<file path="src/rtl/line_follower_command_executor_unit_assert.svh">
// Assertion macros shared by the line follower command executor RTL.
`ifndef LINE_FOLLOWER_COMMAND_EXECUTOR_UNIT_ASSERT_SVH
`define LINE_FOLLOWER_COMMAND_EXECUTOR_UNIT_ASSERT_SVH

`ifndef SYNTHESIS

// The expression must never be true while out of reset.
`define LFCE_ASSERT_NEVER(lbl, clk, rst_n, expr) \
	lbl: assert property (@(posedge clk) disable iff (!rst_n) !(expr)) \
		else $error("lfce assertion failed");

// Whenever the antecedent holds, the consequent holds in the same cycle.
`define LFCE_ASSERT_IMPLIES(lbl, clk, rst_n, ante, cons) \
	lbl: assert property (@(posedge clk) disable iff (!rst_n) (ante) |-> (cons)) \
		else $error("lfce assertion failed");

// Whenever the antecedent holds, the consequent holds in the next cycle.
`define LFCE_ASSERT_NEXT(lbl, clk, rst_n, ante, cons) \
	lbl: assert property (@(posedge clk) disable iff (!rst_n) (ante) |=> (cons)) \
		else $error("lfce assertion failed");

`else

`define LFCE_ASSERT_NEVER(lbl, clk, rst_n, expr)
`define LFCE_ASSERT_IMPLIES(lbl, clk, rst_n, ante, cons)
`define LFCE_ASSERT_NEXT(lbl, clk, rst_n, ante, cons)

`endif

`endif

</file>
<file path="src/rtl/lfce_pkg.sv">
// Types, constants and codes shared by the line follower command executor.
`default_nettype none

package lfce_pkg;

	localparam int SENSOR_BITS = 10;
	localparam int LETTER_BITS = 8;
	localparam int QUEUE_DEPTH_DEFAULT = 16;
	localparam int CFG_DATA_BITS = 16;
	localparam int CFG_INDEX_BITS = 2;
	localparam int STOP_BITS = 16;

	localparam logic [SENSOR_BITS-1:0] BLACK_THRESHOLD_RESET = SENSOR_BITS'(512);
	localparam logic [SENSOR_BITS-1:0] NEAR_THRESHOLD_RESET = SENSOR_BITS'(799);
	localparam logic [STOP_BITS-1:0] STOP_DELAY_RESET = STOP_BITS'(5000);
	localparam logic [STOP_BITS-1:0] STOP_TICKS_MAX = '1;

	localparam logic [LETTER_BITS-1:0] LETTER_STOP = 8'h53;
	localparam logic [LETTER_BITS-1:0] LETTER_RIGHT = 8'h52;
	localparam logic [LETTER_BITS-1:0] LETTER_LEFT = 8'h4C;
	localparam logic [LETTER_BITS-1:0] LETTER_SKIP = 8'h31;

	typedef enum logic [CFG_INDEX_BITS-1:0] {
		REG_BLACK_THRESHOLD = 2'd0,
		REG_NEAR_THRESHOLD = 2'd1,
		REG_STOP_DELAY = 2'd2
	} reg_index_t;

	typedef enum logic [2:0] {
		CMD_OTHER = 3'd0,
		CMD_STOP = 3'd1,
		CMD_RIGHT = 3'd2,
		CMD_LEFT = 3'd3,
		CMD_SKIP = 3'd4
	} cmd_t;

	typedef enum logic [2:0] {
		SPD_STOP = 3'd0,
		SPD_SLOW = 3'd1,
		SPD_MEDL = 3'd2,
		SPD_MED = 3'd3,
		SPD_MEDH = 3'd4
	} speed_t;

	localparam logic [1:0] TURN_NONE = 2'd0;
	localparam logic [1:0] TURN_RIGHT = 2'd1;
	localparam logic [1:0] TURN_LEFT = 2'd2;

	typedef struct packed {
		logic action;
		logic [LETTER_BITS-1:0] command_letter;
		logic [SENSOR_BITS-1:0] inner_left;
		logic [SENSOR_BITS-1:0] inner_right;
		logic [SENSOR_BITS-1:0] outer_left;
		logic [SENSOR_BITS-1:0] outer_right;
		logic [SENSOR_BITS-1:0] proximity;
	} item_t;

	typedef struct packed {
		logic [2:0] left_speed;
		logic [2:0] right_speed;
		logic [1:0] turn_report;
		logic node_report;
		logic stop_report;
		logic queue_overflow;
		logic driving;
	} result_t;

	// Classified item handed from the front end to the executor.
	typedef struct packed {
		logic is_push;
		cmd_t cmd;
		logic il_hi;
		logic il_lo;
		logic ir_hi;
		logic ir_lo;
		logic ol_hi;
		logic ol_lo;
		logic or_hi;
		logic or_lo;
		logic il_gt_ir;
		logic ir_gt_il;
		logic near;
	} class_t;

endpackage

`default_nettype wire

</file>
<file path="src/rtl/lfce_fifo.sv">
// Two-entry queue used between the front end and executor and on the result side.
`default_nettype none

module lfce_fifo #(
	parameter type T = logic
) (
	input wire logic clk,
	input wire logic arst_n,
	input wire logic push,
	output logic full,
	input wire T item_in,
	input wire logic pop,
	output logic empty,
	output T item_out
);

	localparam logic [1:0] SLOTS = 2'd2;

	T mem_q [2];
	logic wr_ptr_q;
	logic rd_ptr_q;
	logic [1:0] count_q;
	logic do_push;
	logic do_pop;

	assign full = (count_q == SLOTS);
	assign empty = (count_q == 2'd0);
	assign do_push = push && !full;
	assign do_pop = pop && !empty;
	assign item_out = mem_q[rd_ptr_q];

	always_ff @(posedge clk) begin
		if (do_push) begin
			mem_q[wr_ptr_q] <= item_in;
		end
	end

	always_ff @(posedge clk or negedge arst_n) begin
		if (!arst_n) begin
			wr_ptr_q <= 1'b0;
			rd_ptr_q <= 1'b0;
			count_q <= 2'd0;
		end else begin
			if (do_push) begin
				wr_ptr_q <= !wr_ptr_q;
			end
			if (do_pop) begin
				rd_ptr_q <= !rd_ptr_q;
			end
			if (do_push && !do_pop) begin
				count_q <= count_q + 2'd1;
			end else if (do_pop && !do_push) begin
				count_q <= count_q - 2'd1;
			end
		end
	end

endmodule

`default_nettype wire

</file>
<file path="src/rtl/lfce_front.sv">
// Front end: decodes command letters and compares sensor samples with the thresholds.
`default_nettype none

module lfce_front (
	input wire lfce_pkg::item_t item,
	input wire logic [lfce_pkg::SENSOR_BITS-1:0] black_threshold,
	input wire logic [lfce_pkg::SENSOR_BITS-1:0] near_threshold,
	output lfce_pkg::class_t cls
);

	import lfce_pkg::*;

	cmd_t cmd;

	always_comb begin
		case (item.command_letter)
			LETTER_STOP: cmd = CMD_STOP;
			LETTER_RIGHT: cmd = CMD_RIGHT;
			LETTER_LEFT: cmd = CMD_LEFT;
			LETTER_SKIP: cmd = CMD_SKIP;
			default: cmd = CMD_OTHER;
		endcase
	end

	// A level equal to the threshold is neither above nor below it.
	always_comb begin
		cls.is_push = item.action;
		cls.cmd = cmd;
		cls.il_hi = item.inner_left > black_threshold;
		cls.il_lo = item.inner_left < black_threshold;
		cls.ir_hi = item.inner_right > black_threshold;
		cls.ir_lo = item.inner_right < black_threshold;
		cls.ol_hi = item.outer_left > black_threshold;
		cls.ol_lo = item.outer_left < black_threshold;
		cls.or_hi = item.outer_right > black_threshold;
		cls.or_lo = item.outer_right < black_threshold;
		cls.il_gt_ir = item.inner_left > item.inner_right;
		cls.ir_gt_il = item.inner_right > item.inner_left;
		cls.near = item.proximity < near_threshold;
	end

endmodule

`default_nettype wire

</file>
<file path="src/rtl/lfce_back.sv">
// Executor: command queue, route state, speed control and stop timer.
`default_nettype none

module lfce_back #(
	parameter int QUEUE_DEPTH = lfce_pkg::QUEUE_DEPTH_DEFAULT
) (
	input wire logic clk,
	input wire logic arst_n,
	input wire logic fire,
	input wire lfce_pkg::class_t cls,
	input wire logic [lfce_pkg::STOP_BITS-1:0] stop_delay,
	output lfce_pkg::result_t result
);

	import lfce_pkg::*;

	localparam int PTR_BITS = $clog2(QUEUE_DEPTH);
	localparam int CNT_BITS = $clog2(QUEUE_DEPTH + 1);
	localparam int SUM_BITS = CNT_BITS + 1;
	localparam logic [SUM_BITS-1:0] DEPTH_SUM = SUM_BITS'(QUEUE_DEPTH);
	localparam logic [CNT_BITS-1:0] DEPTH_CNT = CNT_BITS'(QUEUE_DEPTH);
	localparam logic [PTR_BITS-1:0] LAST_PTR = PTR_BITS'(QUEUE_DEPTH - 1);

	cmd_t cmd_store_q [QUEUE_DEPTH];
	cmd_t head_cmd_q;
	logic [PTR_BITS-1:0] head_q;
	logic [CNT_BITS-1:0] count_q;
	logic task_done_q, want_stop_q, want_left_q, want_right_q, skip_q;
	logic in_turn_q, turn_seen_q, over_node_q;
	logic [STOP_BITS-1:0] stop_ticks_q;
	speed_t left_q, right_q;

	logic [PTR_BITS-1:0] head_d;
	logic [CNT_BITS-1:0] count_d;
	logic task_done_d, want_stop_d, want_left_d, want_right_d, skip_d;
	logic in_turn_d, turn_seen_d, over_node_d;
	logic [STOP_BITS-1:0] stop_ticks_d;
	speed_t left_d, right_d;
	logic [SUM_BITS-1:0] tail_sum;
	logic [PTR_BITS-1:0] tail;
	logic mem_we;
	logic drive;
	logic [1:0] turn_rep;
	logic node_rep, stop_rep, ovf;
	logic [5:0] adj;

	// Straightening against the inner pair; applies only outside a turn.
	function automatic logic [5:0] correct_line(input class_t c, input logic turning,
			input logic armed, input speed_t l, input speed_t r);
		speed_t nl;
		speed_t nr;
		nl = l;
		nr = r;
		if ((c.il_lo || c.ir_lo) && !turning) begin
			if (c.il_gt_ir) begin
				nl = SPD_SLOW;
				nr = SPD_MED;
			end else if (c.ir_gt_il) begin
				nl = SPD_MED;
				nr = SPD_SLOW;
			end
		end
		if (c.il_hi && c.ir_hi && !turning) begin
			if (armed) begin
				nl = SPD_MEDL;
				nr = SPD_MEDL;
			end else begin
				nl = SPD_MED;
				nr = SPD_MED;
			end
		end
		return {nl, nr};
	endfunction

	always_comb begin
		tail_sum = SUM_BITS'(head_q) + SUM_BITS'(count_q);
		if (tail_sum >= DEPTH_SUM) begin
			tail = PTR_BITS'(tail_sum - DEPTH_SUM);
		end else begin
			tail = PTR_BITS'(tail_sum);
		end
	end

	always_comb begin
		head_d = head_q;
		count_d = count_q;
		task_done_d = task_done_q;
		want_stop_d = want_stop_q;
		want_left_d = want_left_q;
		want_right_d = want_right_q;
		skip_d = skip_q;
		in_turn_d = in_turn_q;
		turn_seen_d = turn_seen_q;
		over_node_d = over_node_q;
		stop_ticks_d = stop_ticks_q;
		left_d = left_q;
		right_d = right_q;
		mem_we = 1'b0;
		drive = 1'b0;
		turn_rep = TURN_NONE;
		node_rep = 1'b0;
		stop_rep = 1'b0;
		ovf = 1'b0;
		adj = '0;

		if (cls.is_push) begin
			if (count_q != DEPTH_CNT) begin
				mem_we = fire;
				count_d = count_q + 1'b1;
			end else begin
				ovf = 1'b1;
			end
		end else begin
			if (task_done_q && count_q != '0) begin
				head_d = (head_q == LAST_PTR) ? '0 : head_q + 1'b1;
				count_d = count_q - 1'b1;
				task_done_d = 1'b0;
				case (head_cmd_q)
					CMD_STOP: want_stop_d = 1'b1;
					CMD_RIGHT: want_right_d = 1'b1;
					CMD_LEFT: want_left_d = 1'b1;
					CMD_SKIP: skip_d = 1'b1;
					default: ;
				endcase
			end

			drive = !cls.near && !task_done_d && !want_stop_d;

			if (drive) begin
				if (want_left_d) begin
					if (cls.ol_hi) begin
						left_d = SPD_SLOW;
						right_d = SPD_MEDH;
						in_turn_d = 1'b1;
					end
				end else if (want_right_d) begin
					if (cls.or_hi) begin
						left_d = SPD_MEDH;
						right_d = SPD_SLOW;
						in_turn_d = 1'b1;
					end
				end
				adj = correct_line(cls, in_turn_d, want_left_d || want_right_d,
					left_d, right_d);
				left_d = speed_t'(adj[5:3]);
				right_d = speed_t'(adj[2:0]);

				// The inner pair splitting across the tape marks the end of the turn.
				if (in_turn_d && ((cls.ir_lo && cls.il_hi) || (cls.ir_hi && cls.il_lo))) begin
					turn_seen_d = 1'b1;
					in_turn_d = 1'b0;
				end

				if ((want_right_d || want_left_d) && turn_seen_d && cls.il_hi && cls.ir_hi
						&& cls.ol_lo && cls.or_lo) begin
					if (want_right_d) begin
						want_right_d = 1'b0;
						turn_rep = TURN_RIGHT;
					end else begin
						want_left_d = 1'b0;
						turn_rep = TURN_LEFT;
					end
					turn_seen_d = 1'b0;
					task_done_d = 1'b1;
				end

				if (!over_node_d && skip_d && cls.ol_hi && cls.or_hi) begin
					skip_d = 1'b0;
					over_node_d = 1'b1;
				end else if (over_node_d && cls.ol_lo && cls.or_lo) begin
					over_node_d = 1'b0;
					node_rep = 1'b1;
					if (!skip_d) begin
						task_done_d = 1'b1;
					end
				end

				// Second adjustment with the same sample and the updated route state.
				if (in_turn_d) begin
					if (want_left_d) begin
						left_d = SPD_SLOW;
						right_d = SPD_MEDH;
					end else if (want_right_d) begin
						left_d = SPD_MEDH;
						right_d = SPD_SLOW;
					end
				end else begin
					adj = correct_line(cls, in_turn_d,
						want_left_d || want_right_d, left_d, right_d);
					left_d = speed_t'(adj[5:3]);
					right_d = speed_t'(adj[2:0]);
				end
			end else begin
				left_d = SPD_STOP;
				right_d = SPD_STOP;
				if (want_stop_d) begin
					if (stop_ticks_q > stop_delay) begin
						task_done_d = 1'b1;
						want_stop_d = 1'b0;
						want_left_d = 1'b0;
						want_right_d = 1'b0;
						skip_d = 1'b0;
						in_turn_d = 1'b0;
						turn_seen_d = 1'b0;
						over_node_d = 1'b0;
						stop_ticks_d = '0;
						count_d = '0;
						head_d = '0;
						stop_rep = 1'b1;
					end else if (stop_ticks_q != STOP_TICKS_MAX) begin
						stop_ticks_d = stop_ticks_q + 1'b1;
					end
				end
			end
		end

		result.left_speed = left_d;
		result.right_speed = right_d;
		result.turn_report = turn_rep;
		result.node_report = node_rep;
		result.stop_report = stop_rep;
		result.queue_overflow = ovf;
		result.driving = drive;
	end

	// The head entry is read ahead into a register; a write to the new head is forwarded.
	always_ff @(posedge clk) begin
		if (mem_we) begin
			cmd_store_q[tail] <= cls.cmd;
		end
		if (fire) begin
			if (mem_we && tail == head_d) begin
				head_cmd_q <= cls.cmd;
			end else begin
				head_cmd_q <= cmd_store_q[head_d];
			end
		end
	end

	always_ff @(posedge clk or negedge arst_n) begin
		if (!arst_n) begin
			head_q <= '0;
			count_q <= '0;
			task_done_q <= 1'b1;
			want_stop_q <= 1'b0;
			want_left_q <= 1'b0;
			want_right_q <= 1'b0;
			skip_q <= 1'b0;
			in_turn_q <= 1'b0;
			turn_seen_q <= 1'b0;
			over_node_q <= 1'b0;
			stop_ticks_q <= '0;
			left_q <= SPD_STOP;
			right_q <= SPD_STOP;
		end else if (fire) begin
			head_q <= head_d;
			count_q <= count_d;
			task_done_q <= task_done_d;
			want_stop_q <= want_stop_d;
			want_left_q <= want_left_d;
			want_right_q <= want_right_d;
			skip_q <= skip_d;
			in_turn_q <= in_turn_d;
			turn_seen_q <= turn_seen_d;
			over_node_q <= over_node_d;
			stop_ticks_q <= stop_ticks_d;
			left_q <= left_d;
			right_q <= right_d;
		end
	end

endmodule

`default_nettype wire

</file>
<file path="src/rtl/line_follower_command_executor_unit.sv">
// Top level of the line follower command executor.
`default_nettype none

// Executes a queue of route letters against one line sensor sample per tick and
// gives one result per input item. Input items are sensor ticks or command
// pushes; the front end classifies each item against the thresholds into a
// two-entry queue, and the executor takes one classified item per cycle into a
// two-entry result queue while that queue has room. Sustained rate is one item
// per clock cycle while items arrive and results are popped; each result is written
// into the result queue when the executor takes its item. Commands are held in a
// store of QUEUE_DEPTH entries whose head is read ahead into a register. Configuration
// writes take effect at once and are meant for times when no item is in flight.
module line_follower_command_executor_unit #(
	parameter int QUEUE_DEPTH = lfce_pkg::QUEUE_DEPTH_DEFAULT
) (
	input wire logic clk,
	input wire logic arst_n,
	input wire logic push,
	output logic full,
	input wire lfce_pkg::item_t item,
	output logic empty,
	input wire logic pop,
	output lfce_pkg::result_t result,
	input wire logic wr_en,
	input wire logic [lfce_pkg::CFG_INDEX_BITS-1:0] wr_index,
	input wire logic [lfce_pkg::CFG_DATA_BITS-1:0] wr_data
);

	import lfce_pkg::*;

	`include "line_follower_command_executor_unit_assert.svh"

	logic [SENSOR_BITS-1:0] black_threshold_q;
	logic [SENSOR_BITS-1:0] near_threshold_q;
	logic [STOP_BITS-1:0] stop_delay_q;

	class_t cls_in;
	class_t cls_out;
	logic cq_empty;
	logic rq_full;
	logic fire;
	result_t result_d;

	always_ff @(posedge clk or negedge arst_n) begin
		if (!arst_n) begin
			black_threshold_q <= BLACK_THRESHOLD_RESET;
			near_threshold_q <= NEAR_THRESHOLD_RESET;
			stop_delay_q <= STOP_DELAY_RESET;
		end else if (wr_en) begin
			case (reg_index_t'(wr_index))
				REG_BLACK_THRESHOLD: black_threshold_q <= wr_data[SENSOR_BITS-1:0];
				REG_NEAR_THRESHOLD: near_threshold_q <= wr_data[SENSOR_BITS-1:0];
				REG_STOP_DELAY: stop_delay_q <= wr_data[STOP_BITS-1:0];
				default: ;
			endcase
		end
	end

	lfce_front u_front (
		.item(item),
		.black_threshold(black_threshold_q),
		.near_threshold(near_threshold_q),
		.cls(cls_in)
	);

	lfce_fifo #(
		.T(class_t)
	) u_class_queue (
		.clk(clk),
		.arst_n(arst_n),
		.push(push),
		.full(full),
		.item_in(cls_in),
		.pop(fire),
		.empty(cq_empty),
		.item_out(cls_out)
	);

	// The executor runs whenever an item waits and the result queue has room.
	assign fire = !cq_empty && !rq_full;

	lfce_back #(
		.QUEUE_DEPTH(QUEUE_DEPTH)
	) u_back (
		.clk(clk),
		.arst_n(arst_n),
		.fire(fire),
		.cls(cls_out),
		.stop_delay(stop_delay_q),
		.result(result_d)
	);

	lfce_fifo #(
		.T(result_t)
	) u_result_queue (
		.clk(clk),
		.arst_n(arst_n),
		.push(fire),
		.full(rq_full),
		.item_in(result_d),
		.pop(pop),
		.empty(empty),
		.item_out(result)
	);

	`LFCE_ASSERT_IMPLIES(a_ovf_on_push, clk, arst_n, fire && result_d.queue_overflow,
		cls_out.is_push)
	`LFCE_ASSERT_IMPLIES(a_stop_still, clk, arst_n, fire && result_d.stop_report,
		!result_d.driving && result_d.left_speed == SPD_STOP && result_d.right_speed == SPD_STOP)
	`LFCE_ASSERT_IMPLIES(a_turn_driving, clk, arst_n, fire && result_d.turn_report != TURN_NONE,
		result_d.driving && !cls_out.is_push)
	`LFCE_ASSERT_NEXT(a_result_lands, clk, arst_n, fire, !empty)

endmodule

`default_nettype wire
</file>
<file path="config.mk">
export PLATFORM = sky130hd
export DESIGN_NAME = line_follower_command_executor_unit
export DESIGN_NICKNAME = d
export VERILOG_FILES = /design/src/rtl/lfce_pkg.sv /design/src/rtl/lfce_fifo.sv /design/src/rtl/lfce_front.sv /design/src/rtl/lfce_back.sv /design/src/rtl/line_follower_command_executor_unit.sv
export VERILOG_INCLUDE_DIRS = /design/src /design/src/rtl
export SDC_FILE = /design/constraint.sdc
export NUM_CORES = 1
export LEC_CHECK = 0
export BUFFER_PORTS_ARGS = -buffer_cell sky130_fd_sc_hd__buf_2
export CORE_MARGIN = 2
export CORE_UTILIZATION = 44
export DETAILED_ROUTE_END_ITERATION = 16
export REMOVE_ABC_BUFFERS = 1
export SLEW_MARGIN = 20
export SYNTH_ARGS = -nofsm -noshare
export SYNTH_HDL_FRONTEND = slang
export SYNTH_SLANG_ARGS = --single-unit
</file>
<file path="constraint.sdc">
create_clock -name clk -period 5.25 [get_ports clk]
set_input_delay 0 -clock clk [delete_from_list [all_inputs] [get_ports clk]]
set_output_delay 0 -clock clk [all_outputs]
set_load 0.05 [all_outputs]
</file>
# --- Word level (Yosys, flattened, before mapping) ---
# Memory sizes are Yosys's and may differ from the RTL's. A register that Yosys moved wholly into a read port is not among the register bits.
# Index checks and enable logic that the tools add are counted.
totals:
  wordCells: 276
  mem_count: 3
  out_inout_bits: 14
  mem_bits_rw: 102
  register_bits: 83
  in_bits: 82
classes:
  mux: 140
  reduce_logical: 69
  n_lt_le_gt_ge: 13
  bitwise: 2
  n_eq_ne: 17
  addsub: 10
memory_table:
  columns: ["memory", "depth", "width", "read_ports", "rd_clocked_by_memory_dff", "write_ports", "line", "text"]
  rows:
  - ["u_back.cmd_store_q", 16, 3, 1, 1, 1, "lfce_back.sv:24", "cmd_t cmd_store_q [QUEUE_DEPTH];"]
  - ["u_class_queue.mem_q", 2, 15, 1, 0, 1, "lfce_fifo.sv:19", "T mem_q [2];"]
  - ["u_result_queue.mem_q", 2, 12, 1, 0, 1, "lfce_fifo.sv:19", null]
ops:
  columns: ["op", "count"]
  rows:
  - ["3-bit 2-to-1 mux", 34]
  - ["1-bit 2-to-1 mux", 82]
  - ["10-bit > comparator", 6]
  - ["10-bit less-than comparator", 5]
  - ["16-bit 2-to-1 mux", 2]
  - ["1-bit logical AND", 30]
  - ["5-bit 2-to-1 mux", 6]
  - ["4-bit 2-to-1 mux", 7]
  - ["8-bit by 7-bit equality test with 1-bit output, second input constant", 3]
  - ["1-bit logical NOT", 18]
  - ["16-bit by 1-bit adder with 16-bit output, second input constant", 1]
  - ["16-bit > comparator", 1]
  - ["2-bit 2-to-1 mux", 8]
  - ["16-bit != test, second input constant", 1]
  - ["3-bit case mux with 4 select lines", 1]
  - ["2-bit AND reduction", 5]
  - ["5-bit AND reduction", 2]
  - ["2-bit nonzero test", 5]
  - ["8-bit by 6-bit equality test with 1-bit output, second input constant", 1]
  - ["4-bit by 5-bit adder with 6-bit output", 1]
  - ["2-bit equality test, second input constant", 3]
  - ["3-bit by 2-bit equality test with 1-bit output, second input constant", 2]
  - ["6-bit by 5-bit greater-or-equal comparator with 1-bit output, second input constant", 1]
  - ["2-bit logical NOT", 3]
  - ["other kinds (17)", 23]

# --- Logic depth before layout (Yosys ltp) ---
# Gate-level depths: netlist of run 1.
depth:
  ltp_word: 27
  mapped_depth: 14

# --- Cells and area by module ---
# From an unflattened synthesis of run 1, not the netlist that was laid out.
hier_totals:
  cells_unflattened: 964
  hier_area_um2: 10780.3
by_module_without_submodules:
  columns: ["mod", "n_inst", "seq_area_each_um2", "cells_per_inst", "area_per_inst_um2"]
  rows:
  - ["lfce_back", 1, 2508.7, 569, 5472.7]
  - ["lfce_front", 1, 0.0, 194, 1438.9]
  - ["line_follower_command_executor_unit", 1, 917.1, 79, 1437.6]
  - ["lfce_fifo (u_class_queue)", 1, 1001.0, 66, 1331.3]
  - ["lfce_fifo (u_result_queue)", 1, 820.8, 56, 1099.8]

# --- Least setup slack after synthesis of run 1 ---
# No wires, ideal clock.
synth_timing:
  kind: "reg2reg"
  start: "register u_back.count_q[1]"
  end: "register u_back.head_cmd_q[0], read port of u_back.cmd_store_q, data pin"
  t_arrival_ps: 3046
  setup_slack_ps: 1944
  path_buffers: 2
  synth_period_minus_slack_ps: 3306
  stages_incl_launch_ff: 14
  cell_sequence: "dfrtp_1 -> inv_1 -> ha_1 -> or4b_4 -> buf_6 -> nand3_4 -> mux2i_4 -> buf_6 -> mux2i_1 -> mux2i_1 -> o211ai_2 -> o31ai_1 -> a211o_1 -> mux2_2"
synth_via:
  elab_chain_len: 9
  elab_cells_between_ends: 15
synth_lines:
  columns: ["item", "line", "text"]
  rows:
  - ["start, declared", "lfce_back.sv:27", "logic [CNT_BITS-1:0] count_q;"]
  - ["start signal, assigned", "lfce_back.sv:257", "count_q <= count_d;"]
  - ["5-bit nonzero test *", "lfce_back.sv:114", "if (task_done_q && count_q != '0) begin"]
  - ["1-bit logical AND *", "lfce_back.sv:114", null]
  - ["1-bit 2-to-1 mux", "lfce_back.sv:114", null]
  - ["1-bit 2-to-1 mux", "lfce_back.sv:106", "if (cls.is_push) begin"]
  - ["1-bit logical NOT", "lfce_back.sv:127", "drive = !cls.near && !task_done_d && !want_stop_d;"]
  - ["1-bit logical AND (2 in a row)", "lfce_back.sv:127", null]
  - ["4-bit 2-to-1 mux *", "lfce_back.sv:129", "if (drive) begin"]
  - ["4-bit 2-to-1 mux *", "lfce_back.sv:106", null]
  - ["end, declared", "lfce_back.sv:25", "cmd_t head_cmd_q;"]
# Every way passes the cells marked *; elsewhere a longest branch is shown, timed or not. The select of a mux whose other input is x is not followed.
# A chain may end at the register's enable or synchronous reset.

# --- Worst setup path in the final report of run 1 ---
layout_timing:
  start: "register u_back.count_q[1]"
  end: "register u_back.head_cmd_q[2], read port of u_back.cmd_store_q, data pin"
# The elaborated chain is that of the path after synthesis.

==> results by group, run 1 <==
Power
  – Leakage: between 5 and 6 nW
  – Max IR drop VDD: ~0.00024 V
  – PD cells: between 400 and 500 nW/µm²
  – Final Total Pwr: roughly 0.0053 W

Yosys
  – Seq/Total Area, Yosys: 0.498
  – Post-synthesis async set-or-reset flop share: 0.441
  – Dominant cell type by area after synthesis: edfxtp_1
  – Top area cells in the synthesized netlist: edfxtp_1, dfrtp_1, ha_1
  – Ys Warns: 0
  – Post-synth EDFFs: around 110
  – Avg Inst Size Synth: ~11 µm²
  – Synthesis-stage register bit count: 188
  – Post-synth top area share: 0.299
  – Post-Synthesis Cells: between 900 and 1000
  – Synth unique cells: 74
  – Netlist Area Pre-Place: 10500 µm²
  – Post-synth top flop: edfxtp_1

Routing
  – Initial DRT Pass Iterations: 5
  – Vias per inst: roughly 5.4
  – Highest metal used: met4
  – Initial detailed-routing violation count: between 600 and 700
  – Detail Route Antenna Nets: 0
  – Final WL: 23.2 mm
  – Via count: about 7600
  – DRC Markers: 0
  – M1 wire length: around 11 mm
  – Drt wl/cell: 16.4 µm
  – Met2 Wirelength: approximately 11 mm
  – Routed wl met3: about 1.1 mm

Setup path
  – Critical Path Fanout Max: 18
  – CP required: around 5.4 ns
  – Critical Path AT: 3.96 ns
  – Worst setup EP type: register
  – Crit path launch type: register
  – Crit path kind: reg2reg

Layout
  – Nets@finish: about 1300
  – Most frequent cells in the layout: edfxtp_1, buf_2, ha_1, nand2_1, nor2_1
  – Layout cells sized above 1: 0.195
  – # fillers: between 2000 and 2500
  – Commonest non-fill, non-tap cell in the layout: edfxtp_1
  – Layout area overhead: 15.6%
  – Ant diodes: 0
  – Final core occ: 0.519

Clocking
  – Clock Pin Slew Worst Setup and Hold Paths: 0.07 ns
  – CTS H-tree lvls: 4
  – Post-CTS setup buffers: 0
  – Deepest clock path buffer count: 2
  – CTS tree: yes
  – Num CTS Buffers: 17
  – Clock Latency Late Sink: 0.43 ns
  – Root Driver: clkbuf_16
  – Clock Sinks: approximately 190

STA
  – RSZ-0062 raised after global routing: false
  – Rel. slew slack: 0.326
  – Period utilization: 0.719
  – Final Hold Fails: 0
  – Slew Limit Fails: 0
  – Final min period: 3.78 ns
  – Fin Clk Skew: approximately 0.014 ns
  – Final setup viols: 0
  – Max frequency: around 0.26 GHz
  – Sum of negative setup slack: 0 ns
  – Worst Tran Pin Value: 0.985 ns

Place
  – DP Wirelength: approximately 17 mm
  – Port Buffers: 95
  – RePlAce Congestion: 0.845

Outcome
  – Status: complete, no violations

Global routing
  – Gr ovfl total: 0
  – All-layer global routing usage: 0.191
  – First-pass GRT wire length: between 30 and 40 mm
  – Number of global-route vias before repair: around 7600
  – Initial antenna violation count: 0
  – Pin count of the biggest net entering global routing: 48

Floorplan
  – Initial core utilization: 0.449
  – Die X-Extent: 159 µm
  – Ports: 96
  – Die height: approximately 160 µm
  – Die ar.: approximately 25000 µm²
  – Rows: 56
  – Area of the core: between 20000 and 25000 µm²

Flow run
  – Max Cap Viol: 0

Min path
  – HP Class: in2reg
## power breakdown
group / total [W] / leakage [nW] / switching, W / internal (W)
sequential: 0.00222 / 2.00 / 0.000191 / 0.00203
clock: 0.00124 / 0.274 / 0.000601 / 0.000642
combinational: 0.00188 / 2.93 / 0.00124 / 0.000638
## cell usage after synthesis, types with 4 or more instances
cell and n:
clkbuf_1 13, xor2_1 7, nor3_1 24, nor3b_1 4
a222oi_1 4, nor4_1 5, nand4_1 21, dfrtp_1 69
o21a_1 9, a31oi_1 10, nand2b_1 10, o211ai_1 7
and3_1 4, nand2_1 77, or3_1 7, nand3b_1 5
mux2i_1 21, o21ai_0 60, xnor2_1 17, o31ai_1 8
a21o_1 25, ha_1 85, nor2b_1 7, a2111oi_0 4
inv_1 70, a21oi_1 51, and2_1 6, nand3_1 18
or2_2 4, mux2_2 49, nor2_1 74, edfxtp_1 105
dfstp_2 14
## area by class of cell
class	instances	area, µm²	area share
flip-flops and latches	188	5250	0.431
multi-input cells	677	4920	0.404
repair buffers	127	778	0.0639
clock buffers	19	443	0.0364
well taps	319	399	0.0328
inverters	71	267	0.0219
clock inverters	13	124	0.0102
## path summary, 6_finish.rpt
path / slack [ns] / to / cells past startpoint / startpoint
worst min register to register: 0.50 / u_class_queue.wr_ptr_q$_DFFE_PN0P_ / 1 / u_class_queue.wr_ptr_q$_DFFE_PN0P_
worst max-delay path: 1.47 / u_back.head_cmd_q[2]$_DFFE_PP_ / 10 / u_back.count_q[1]$_DFFE_PN0P_
worst max register to register: 1.47 / u_back.head_cmd_q[2]$_DFFE_PP_ / 10 / u_back.count_q[1]$_DFFE_PN0P_
worst min-delay path: 0.02 / u_class_queue.mem_q[0][11]$_DFFE_PP_ / 4 / item[57]
min in group asynchronous: 0.06 / stop_delay_q[5]$_DFFE_PN0P_ / 2 / arst_n
max in group asynchronous: 4.16 / u_back.skip_q$_DFFE_PN0P_ / 3 / arst_n
## routing by layer
layer  vias to the layer above  global-route usage
met5                         -                   0
met1                      3629               0.262
met2                       191               0.308
met4                         0              0.0525
met3                        26              0.0376
li1                       3794                   -
## worst max-delay path, cell delays in order, from the launching register on
cell	delay [ns]
dfrtp_1	0.48
inv_1	0.11
ha_1	0.17
or4b_4	0.57
nand3_4	0.18
mux2i_4	0.69
mux2_2	0.41
a222oi_1	0.28
nor3_1	0.10
a211o_1	0.27
mux2_2	0.25
## per-stage QoR
step	setup WS [ns]	hold WS (ns)	instances	cell area (µm²)
6_report	1.47	0.0151	1414	12200
3_5_place_dp	1.46	-0.00696	1358	11400
3_3_place_gp	1.51	-0.00643	1358	11400
5_1_grt	1.21	0.00820	1414	12200
4_1_cts	1.45	0.00131	1413	12200
2_1_floorplan	1.48	-0.296	936	10400
## kinds of logic (layout without fill, tap and decap cells)
logic type               after synthesis  count (layout)  share of synthesized area
multiplexers                          74              74                     0.0788
adder cells (fa/ha/maj)               86              86                      0.103
flip-flops                           188             188                      0.498
AO/OA/AOI/OAI                        220             220                      0.138
XOR/XNOR                              25              25                     0.0226
buffers and inverters                 91             230                     0.0352
AND/OR/NAND/NOR                      272             272                      0.125
## sequential cells by signal (all words and copies together), names as in the netlist, 2 cells and up
name	cells
u_back.count_q	5
u_back.stop_ticks_q	16
stop_delay_q	16
u_back.head_cmd_q	3
u_back.right_q	3
u_class_queue.count_q	2
black_threshold_q	10
near_threshold_q	10
u_result_queue.mem_q	24
u_back.head_q	4
u_class_queue.mem_q	30
u_result_queue.count_q	2
u_back.left_q	3
u_back.cmd_store_q	48
## timing repair
item	4_1_cts	5_1_grt
hold buffers	23	1
gates resized for setup	0	0
endpoints found under the hold margin	82	2
Power figures use the tool's default switching activity.
==> run 2, diff against run 1 <==
==> constraint.sdc (replaced) <==
create_clock -name clk -period 3.6 [get_ports clk]
set_input_delay 0 -clock clk [delete_from_list [all_inputs] [get_ports clk]]
set_output_delay 0 -clock clk [all_outputs]
set_load 0.05 [all_outputs]
==> run 2 against run 1 <==
Clock power increased by 52%. Sequential power grew 44%. Worst setup slack worse by 1.2 ns. Core utilization grew 1.5 points. Via count rose by 1.6%.
==> results by group, run 2 (synthesized netlist as in run 1, its figures left out) <==
Outcome
  – Status: complete, no violations

Routing
  – Detail Route Antenna Nets: 0
  – Final WL: about 24 mm
  – Drt wl/cell: 16.5 µm
  – Initial detailed-routing violation count: ~480
  – Initial DRT Pass Iterations: 5
  – Via count: around 7800
  – Vias per inst: 5.36
  – DRC Markers: 0

Global routing
  – Number of global-route vias before repair: ~7600
  – Initial antenna violation count: 0
  – Pin count of the biggest net entering global routing: 59
  – All-layer global routing usage: 0.195
  – Gr ovfl total: 0
  – First-pass GRT wire length: between 30 and 40 mm

STA
  – Final setup viols: 0
  – Fin Clk Skew: 0.0131 ns
  – Final Hold Fails: 0
  – Rel. slew slack: 0.287
  – Min Hold Slack: around 0.021 ns
  – Period utilization: 0.933
  – Final worst slack: between 0.2 and 0.25 ns
  – Max frequency: ~0.30 GHz
  – Worst Tran Pin Value: ~1.1 ns
  – Final min period: roughly 3.4 ns
  – Slew Limit Fails: 0
  – RSZ-0062 raised after global routing: false

Power
  – Leakage: approximately 5.4 nW
  – PD cells: 636 nW/µm²
  – Max IR drop VDD: roughly 0.00037 V

Floorplan
  – Die ar.: 25200 µm²
  – Area of the core: 23500 µm²
  – Rows: between 50 and 60
  – Ports: 96
  – Die X-Extent: about 160 µm
  – Die height: roughly 160 µm
  – Initial core utilization: 0.449

Place
  – Cells after DPL: 1376
  – DP Wirelength: 17.2 mm
  – RePlAce Congestion: 0.853
  – Port Buffers: 95
  – Dpl ws: roughly 0.15 ns

Setup path
  – Worst setup EP type: register
  – Critical Path AT: 3.56 ns
  – CP required: between 3 and 4 ns
  – Crit path kind: reg2reg
  – Crit path launch type: register
  – Critical Path Fanout Max: 10

Clocking
  – Num CTS Buffers: 17
  – CTS tree: yes
  – Clock Sinks: 188
  – Root Driver: clkbuf_16
  – Clock Pin Slew Worst Setup and Hold Paths: around 0.08 ns
  – Deepest clock path buffer count: 2
  – Clock Latency Late Sink: approximately 0.44 ns
  – CTS H-tree lvls: 4

Layout
  – Number of flip-flops in the largest register: 48
  – Ant diodes: 0
  – Nets@finish: 1286
  – Fin cells: about 1500
  – Most frequent cells in the layout: edfxtp_1, buf_2, ha_1, nand2_1, nor2_1
  – Commonest non-fill, non-tap cell in the layout: edfxtp_1
  – Layout area overhead: 19.0%
  – Layout cells sized above 1: 0.209
  – Most flops, register: u_back.cmd_store_q
  – Top Registers: u_back.cmd_store_q: 48 flops, u_class_queue.mem_q: 30 flops, u_result_queue.mem_q: 24 flops

Min path
  – HP Class: in2reg

Flow run
  – Max Cap Viol: 0
==> run 2: path summary, 6_finish.rpt <==
check                                         startpoint                          endpoint  cells past startpoint  slack (ns)
max in group asynchronous                         arst_n    u_back.task_done_q$_DFFE_PN1P_                      3        2.53
hold / removal                               wr_index[0]  black_threshold_q[9]$_DFFE_PN1P_                      3        0.02
hold reg to reg                u_back.skip_q$_DFFE_PN0P_         u_back.skip_q$_DFFE_PN0P_                      1        0.49
min in group asynchronous                         arst_n       stop_delay_q[5]$_DFFE_PN0P_                      2        0.16
setup reg to reg           u_back.count_q[0]$_DFFE_PN0P_    u_back.head_cmd_q[2]$_DFFE_PP_                     12        0.24
setup / recovery           u_back.count_q[0]$_DFFE_PN0P_    u_back.head_cmd_q[2]$_DFFE_PP_                     12        0.24
==> run 2: final cells by class <==
class	count	area, µm²
Tap cell	319	399
Fill cell	2061	10900
Sequential cell	188	5250
Timing Repair Buffer	163	1100
Multi-Input combinational cell	677	4930
Clock buffer	17	425
Inverter	71	267
Clock inverter	15	163
==> run 2: power by group <==
group / switching (W) / internal (W)
logic: 0.00189 / 0.000987
clock network: 0.000943 / 0.000938
registers: 0.000243 / 0.00296
total: 0.00308 / 0.00488
==> run 2: what timing repair did <==
item	CTS	global route
resized for setup	0	1
buffers inserted	0	3
endpoints found under the setup margin	0	2
hold buffers	39	0
hold endpoints to repair	90	0
==> run 2: critical path, cell delays in order, from the launching register on <==
cell      delay (ns)
dfrtp_1         0.38
inv_1           0.08
ha_1            0.18
or4b_4          0.49
buf_4           0.20
a31oi_2         0.24
nor3_1          0.10
nand2_1         0.13
inv_1           0.09
buf_4           0.17
or2_2           0.32
a211oi_2        0.36
mux2_2          0.38
==> run 2: routing by layer <==
layer	global-route usage	wire length, µm	vias up
met5	0	0	-
met1	0.274	11300	3676
met4	0.0555	307	0
met2	0.310	11000	204
met3	0.0371	1220	22
li1	-	-	3863
==> run 2: stage by stage <==
step	util	total power [W]	TNS, ns	cell area (µm²)
2_1_floorplan	-	0.00520	-0.332	10400
3_3_place_gp	0.490	0.00606	0	11500
3_5_place_dp	0.490	0.00609	0	11500
4_1_cts	0.532	0.00802	0	12500
5_1_grt	0.534	0.00846	0	12500
6_report	0.534	0.00796	0	12500
